### config.mk
export PLATFORM = sky130hd
export DESIGN_NAME = sorted_priority_queue
export DESIGN_NICKNAME = d
export VERILOG_FILES = /design/src/rtl/spq_pkg.sv /design/src/rtl/spq_ctrl.sv /design/src/rtl/spq_datapath.sv /design/src/rtl/sorted_priority_queue.sv
export SDC_FILE = /design/constraint.sdc
export NUM_CORES = 2
export LEC_CHECK = 0
export BUFFER_PORTS_ARGS = -buffer_cell sky130_fd_sc_hd__buf_2
export CORE_MARGIN = 1.5
export CORE_UTILIZATION = 55
export DETAILED_ROUTE_END_ITERATION = 10
export GPL_ROUTABILITY_DRIVEN = 0
export PLACE_DENSITY = 0.71
export SETUP_SLACK_MARGIN = 0.2
export SYNTH_ARGS = -nofsm -noshare
export SYNTH_HDL_FRONTEND = slang
export SYNTH_SLANG_ARGS = --single-unit
### constraint.sdc
create_clock -name clk -period 7.05 [get_ports clk]
set_input_delay 0.3525 -clock clk [delete_from_list [all_inputs] [get_ports clk]]
set_output_delay 0.3525 -clock clk [all_outputs]
set_load 0.01 [all_outputs]
### src/rtl/spq_pkg.sv
// ----------------------------------------------------------------------------
// spq_pkg
// Shared types and codes for the sorted priority queue.
// ----------------------------------------------------------------------------
`timescale 1ns / 1ps
`default_nettype none

package spq_pkg;

  localparam int TAG_W    = 32;
  localparam int PRIO_W   = 16;
  localparam int STAT_W   = 2;
  localparam int CNT_OUT_W = 5;

  // action codes
  localparam logic ACT_ADD = 1'b0;
  localparam logic ACT_GET = 1'b1;

  // status codes
  localparam logic [STAT_W-1:0] STAT_OK    = 2'd0;
  localparam logic [STAT_W-1:0] STAT_EMPTY = 2'd1;
  localparam logic [STAT_W-1:0] STAT_FULL  = 2'd2;

  // controller to datapath
  typedef struct packed {
    logic              load;
    logic              do_add;
    logic              do_get;
    logic [STAT_W-1:0] status;
  } spq_cmd_t;

  // datapath to controller
  typedef struct packed {
    logic empty;
    logic full;
  } spq_sts_t;

endpackage

`default_nettype wire

### src/rtl/spq_ctrl.sv
// ----------------------------------------------------------------------------
// spq_ctrl
// Handshake controller: decodes each beat and tracks the pending result.
// ----------------------------------------------------------------------------
`timescale 1ns / 1ps
`default_nettype none

module spq_ctrl
  import spq_pkg::*;
(
  input  wire logic     clk,
  input  wire logic     rst_n,
  input  wire logic     in_valid,
  output logic          in_stall,
  input  wire logic     in_action,
  output logic          out_valid,
  input  wire logic     out_stall,
  input  wire spq_sts_t sts,
  output spq_cmd_t      cmd
);

  localparam logic ST_IDLE = 1'b0;
  localparam logic ST_HOLD = 1'b1;

  logic state_r;
  logic state_nxt;
  logic accept;

  // input is held off only while a result waits and the sink stalls
  assign in_stall  = (state_r == ST_HOLD) && out_stall;
  assign out_valid = (state_r == ST_HOLD);
  assign accept    = in_valid && !in_stall;

  // command decode
  always_comb begin
    cmd.load   = accept;
    cmd.do_add = 1'b0;
    cmd.do_get = 1'b0;
    cmd.status = STAT_OK;
    if (in_action == ACT_ADD) begin
      if (sts.full) begin
        cmd.status = STAT_FULL;
      end else begin
        cmd.do_add = accept;
      end
    end else begin
      if (sts.empty) begin
        cmd.status = STAT_EMPTY;
      end else begin
        cmd.do_get = accept;
      end
    end
  end

  // result state
  always_comb begin
    state_nxt = state_r;
    unique case (state_r)
      ST_IDLE: if (accept) state_nxt = ST_HOLD;
      ST_HOLD: begin
        if (accept) begin
          state_nxt = ST_HOLD;
        end else if (!out_stall) begin
          state_nxt = ST_IDLE;
        end
      end
      default: state_nxt = ST_IDLE;
    endcase
  end

  always_ff @(posedge clk) begin
    if (!rst_n) begin
      state_r <= ST_IDLE;
    end else begin
      state_r <= state_nxt;
    end
  end

endmodule

`default_nettype wire

### src/rtl/spq_datapath.sv
// ----------------------------------------------------------------------------
// spq_datapath
// Row of sorted entry cells, entry count and result register.
// ----------------------------------------------------------------------------
`timescale 1ns / 1ps
`default_nettype none

module spq_datapath
  import spq_pkg::*;
#(
  parameter int DEPTH = 16
) (
  input  wire logic                     clk,
  input  wire logic                     rst_n,
  input  wire spq_cmd_t                 cmd,
  output spq_sts_t                      sts,
  input  wire logic [TAG_W-1:0]         in_tag,
  input  wire logic signed [PRIO_W-1:0] in_priority_req,
  output logic [STAT_W-1:0]             out_status,
  output logic [TAG_W-1:0]              out_tag,
  output logic [CNT_OUT_W-1:0]          out_count
);

  localparam int CNT_W = $clog2(DEPTH + 1);

  logic [TAG_W-1:0]         tag_r  [DEPTH];
  logic signed [PRIO_W-1:0] prio_r [DEPTH];
  logic [CNT_W-1:0]         count_r;
  logic [CNT_W-1:0]         count_nxt;
  logic [DEPTH-1:0]         keep;

  logic [STAT_W-1:0]        status_r;
  logic [TAG_W-1:0]         otag_r;
  logic [CNT_OUT_W-1:0]     ocount_r;

  assign sts.empty = (count_r == '0);
  assign sts.full  = (count_r == CNT_W'(DEPTH));

  // count update
  always_comb begin
    count_nxt = count_r;
    if (cmd.do_add) begin
      count_nxt = count_r + 1'b1;
    end else if (cmd.do_get) begin
      count_nxt = count_r - 1'b1;
    end
  end

  always_ff @(posedge clk) begin
    if (!rst_n) begin
      count_r <= '0;
    end else begin
      count_r <= count_nxt;
    end
  end

  // per-cell compare: held entries that stay ahead of the new one
  for (genvar gi = 0; gi < DEPTH; gi++) begin : g_cell
    assign keep[gi] = (count_r > CNT_W'(gi)) && (prio_r[gi] <= in_priority_req);

    if (gi == 0) begin : g_head
      always_ff @(posedge clk) begin
        if (cmd.do_add && !keep[gi]) begin
          tag_r[gi]  <= in_tag;
          prio_r[gi] <= in_priority_req;
        end else if (cmd.do_get && (DEPTH > 1)) begin
          tag_r[gi]  <= tag_r[gi+1];
          prio_r[gi] <= prio_r[gi+1];
        end
      end
    end else if (gi == DEPTH - 1) begin : g_tail
      always_ff @(posedge clk) begin
        if (cmd.do_add && !keep[gi]) begin
          if (keep[gi-1]) begin
            tag_r[gi]  <= in_tag;
            prio_r[gi] <= in_priority_req;
          end else begin
            tag_r[gi]  <= tag_r[gi-1];
            prio_r[gi] <= prio_r[gi-1];
          end
        end
      end
    end else begin : g_mid
      always_ff @(posedge clk) begin
        if (cmd.do_add && !keep[gi]) begin
          if (keep[gi-1]) begin
            tag_r[gi]  <= in_tag;
            prio_r[gi] <= in_priority_req;
          end else begin
            tag_r[gi]  <= tag_r[gi-1];
            prio_r[gi] <= prio_r[gi-1];
          end
        end else if (cmd.do_get) begin
          tag_r[gi]  <= tag_r[gi+1];
          prio_r[gi] <= prio_r[gi+1];
        end
      end
    end
  end

  // result register
  always_ff @(posedge clk) begin
    if (cmd.load) begin
      status_r <= cmd.status;
      otag_r   <= cmd.do_get ? tag_r[0] : '0;
      ocount_r <= CNT_OUT_W'(count_nxt);
    end
  end

  assign out_status = status_r;
  assign out_tag    = otag_r;
  assign out_count  = ocount_r;

endmodule

`default_nettype wire

### src/rtl/sorted_priority_queue.sv
// Sorted priority queue, DEPTH entries kept in a row of compare-and-shift cells.
// The result is registered and valid in the cycle after the beat is accepted.
// Throughput: one add or get per cycle unless in_stall holds the input;
// every cell compares against the new priority in parallel to set its shift.
// Reset clears the entry count and the pending result; entry cells are not
// cleared and are read only below the entry count.
// ----------------------------------------------------------------------------
// sorted_priority_queue
// Top level: controller plus entry datapath.
// ----------------------------------------------------------------------------
`timescale 1ns / 1ps
`default_nettype none

module sorted_priority_queue
  import spq_pkg::*;
#(
  parameter int DEPTH = 16
) (
  input  wire logic                     clk,
  input  wire logic                     rst_n,
  input  wire logic                     in_valid,
  output logic                          in_stall,
  input  wire logic                     in_action,
  input  wire logic [TAG_W-1:0]         in_tag,
  input  wire logic signed [PRIO_W-1:0] in_priority_req,
  output logic                          out_valid,
  input  wire logic                     out_stall,
  output logic [STAT_W-1:0]             out_status,
  output logic [TAG_W-1:0]              out_tag,
  output logic [CNT_OUT_W-1:0]          out_count
);

  spq_cmd_t cmd;
  spq_sts_t sts;

  // beat control
  spq_ctrl u_ctrl (
    .clk       (clk),
    .rst_n     (rst_n),
    .in_valid  (in_valid),
    .in_stall  (in_stall),
    .in_action (in_action),
    .out_valid (out_valid),
    .out_stall (out_stall),
    .sts       (sts),
    .cmd       (cmd)
  );

  // entry storage and result
  spq_datapath #(
    .DEPTH (DEPTH)
  ) u_dp (
    .clk             (clk),
    .rst_n           (rst_n),
    .cmd             (cmd),
    .sts             (sts),
    .in_tag          (in_tag),
    .in_priority_req (in_priority_req),
    .out_status      (out_status),
    .out_tag         (out_tag),
    .out_count       (out_count)
  );

endmodule

`default_nettype wire

==> out/qor.csv <==
metric;value;unit
GRT Util Overall;30.4;%
Die Ht;285;um
first-pass GRT wire length;190000;um
setup bufs post-CTS;0;
Yosys reg bits;813;
Syn Inst Count;3835;
drt first pass iters;9;
sequential area share after synthesis;55.6;%
final period utilization;64.0;%
Nets;4081;
violated checks;design-rule violations;
CP Capture Type;register;
TritonCTS clock tree;yes;
Worst setup SP type;register;
r2r endpoint;u_dp.tag_r[1][144];
Final Max Slew Viols;0;
Initial Utilization;55.6;%
async set-reset flop share out of synthesis;0;%
endpoints failing setup;0;
setup tns final;0;ns
unrepaired setup endpoints after global routing;false;
Slew @ Worst Pin;1.21;ns
Area Growth Syn to Fin;9.58;%
reg2reg path depth;10;
maxcap violations;0;
number of cell rows;103;
I/O pin count;94;
Synth Cell Area;43800;um2
clock latency on the worst-skew pair;0.68;ns
status;complete, but fails checks;
minimum clock period;4.51;ns
P_leak;18.4;nW
CTS clock-pin slew for the worst setup and hold paths;0.07;ns
final std cells w/o fill;4892;
fraction of layout instances using a drive strength above 1;9.42;%
Synth Flop Type;edfxtp_1;
Worst Hold Depth;2;
Hold Crit Class;primary input to register;
vias in the first global route;30900;
synth warn;0;
Hold Startpoint;in_action;
Post-synth EDFFs;807;
# placed instances;4724;
deepest clock path buffer count;3;
pin count of the biggest net entering global routing;217;
WHS Endpoint;u_dp.out_status[1];
Hold Violations, Final;0;
Peak supply drop;0.000342;V
DR WL/cell;25.7;um
achievable frequency;222;MHz
via count;32700;
Post-Route Utilization;60.9;%
Setup CP Type;register to register;
antenna-violating nets left;0;
Final Skew;0.0267;ns
Num CTS Buffers;88;
Sink Count;813;
total power;16.7;mW
Max FO, Critical Path;49;
syn_nets;4149;
die width;285;um
slew margin rel.;17.7;%
full die area;81400;um2
final WL;126000;um
vias per std cell;6.68;
drt initial violations;4238;
# DRC;1;
Arr. time, crit path;4.93;ns
hold slack;0.0643;ns
Clock H-tree levels;3;
Avg Cell Area, Syn;11.4;um2
GRT overflow;0;
synth unique cells;72;
post-CTS resize count;0;
worst path required time;7.46;ns
r2r setup slk;2.54;ns
Hold Buf Count CTS;3;
fillers;6300;
reg-to-reg startpoint;u_dp.count_r[0];
I/O Buffers;93;
initial antenna violation count;1;
hpwl dp;77300;um
Core ar.;78900;um2
Pwr Density;348;nW/um2
Root Driver;clkbuf_16;
-- cells by family after synthesis --
kind of cell,synth area share [%]
simple gates,11.8
compound gates,16.7
flops,55.6
buf+inv,3.84
fa+ha+maj,7.45
mux,4.52
xor+xnor,0.0800
-- layout make-up --
type	instances	area, um2	share of cell area, %
tap	1050	1310	2.74
inverter	88	330	0.688
timing repair buffer	141	921	1.92
sequential	813	24400	50.7
multi-input combinational	2635	18000	37.6
antenna	1	2.50	0.00521
clock inverter	64	788	1.64
clock buffer	100	2270	4.72
-- synth_stat cells, types with 5 or more instances --
master	instances	share of area [%]
nand2_1	403	3.5
a221o_1	380	8.7
or4_1	5	0.086
a211o_1	5	0.10
a21oi_1	232	2.6
and4_1	8	0.16
ha_1	261	7.5
edfxtp_1	807	55
nand3_1	24	0.27
and3_1	8	0.11
nor4_1	7	0.10
nor2_1	604	5.2
o21ai_0	129	1.5
buf_2	93	1.1
clkbuf_1	177	1.5
a31oi_1	8	0.11
inv_1	88	0.75
o211ai_1	18	0.31
and2_1	42	0.60
mux2i_1	144	3.3
nor3_1	8	0.091
o21a_1	10	0.17
dfxtp_1	6	0.27
buf_6	7	0.18
o221ai_1	57	1.1
nand4_1	51	0.73
or3_1	6	0.086
buf_1	6	0.051
a211oi_1	6	0.10
o22ai_1	51	0.73
a21o_1	20	0.34
nor2b_1	23	0.33
mux2_2	48	1.2
nand2b_1	11	0.16
buf_4	16	0.27
a221oi_1	6	0.12
-- routing by layer --
| layer | wire (um) | global-route usage (%) | vias up |
|---|---|---|---|
| met2 | 56600 | 46.6 | 1659 |
| met4 | 4020 | 10.6 | 0 |
| met1 | 53800 | 43.6 | 16200 |
| met5 | 0 | 0 | - |
| li1 | - | - | 14600 |
| met3 | 11200 | 5.38 | 217 |
-- report_power, final --
| part | switching (mW) | internal (mW) | leakage (nW) |
|---|---|---|---|
| clock | 2.07 | 2.88 | 1.47 |
| combinational | 2.76 | 1.49 | 9.21 |
| sequential | 0.672 | 6.83 | 7.74 |
-- layout by cell type (no fill, tap or decap), drive strengths merged, types with 42 or more instances in the layout --
cell type / netlist / routed
clkbuf: 177 / 100
clkinv: 0 / 43
nor2: 608 / 608
edfxtp: 807 / 807
a221o: 380 / 380
inv: 88 / 89
nand2: 403 / 403
buf: 122 / 138
and2: 42 / 42
ha: 261 / 261
mux2i: 144 / 144
o22ai: 51 / 51
mux2: 48 / 48
o21ai: 130 / 130
o221ai: 57 / 57
a21oi: 232 / 232
nand4: 51 / 51
-- metrics by stage --
stage                     instance area, um2  worst slack, ns
after detailed placement               44900             2.12
after global routing                   48000             2.39
after CTS                              48000             2.64
final                                  48000             2.54
after floorplan                        43800            0.950
after global placement                 44900             2.15
-- worst max path at each step --
stage / startpoint / depth (start not counted) / slack (ns) / to
final: u_dp.count_r[0] / 10 / 2.54 / u_dp.tag_r[1][144]
after CTS: u_dp.prio_r[4][11] / 10 / 2.64 / u_dp.tag_r[1][18]
after global routing: u_dp.prio_r[4][31] / 10 / 2.39 / u_dp.tag_r[1][45]
after global placement: in_priority_req[10] / 12 / 2.15 / u_dp.tag_r[1][43]
after detailed placement: in_priority_req[15] / 12 / 2.12 / u_dp.tag_r[1][49]
after floorplan: in_priority_req[15] / 9 / 0.95 / u_dp.prio_r[3][0]
-- flip-flops by register name, summed over array words and instances (netlist names) --
name              cells
u_dp.out_status       2
u_dp.out_tag         32
u_dp.prio_r         256
u_dp.tag_r          512
u_dp.count_r          5
u_ctrl.out_valid      1
u_dp.out_count        5
-- worst max-delay path, cell delays in order (launching register included) --
cell and delay (ns):
dfxtp_1 0.58, ha_1 0.35, nand3b_1 0.18, nand2b_1 0.07, a21oi_1 0.54, a2111oi_0 0.16, a211o_1 0.41, nand2b_4 0.54
and2_2 0.65, buf_4 0.36, a221o_1 0.36
No activity file was read; power rests on OpenSTA's default activity.
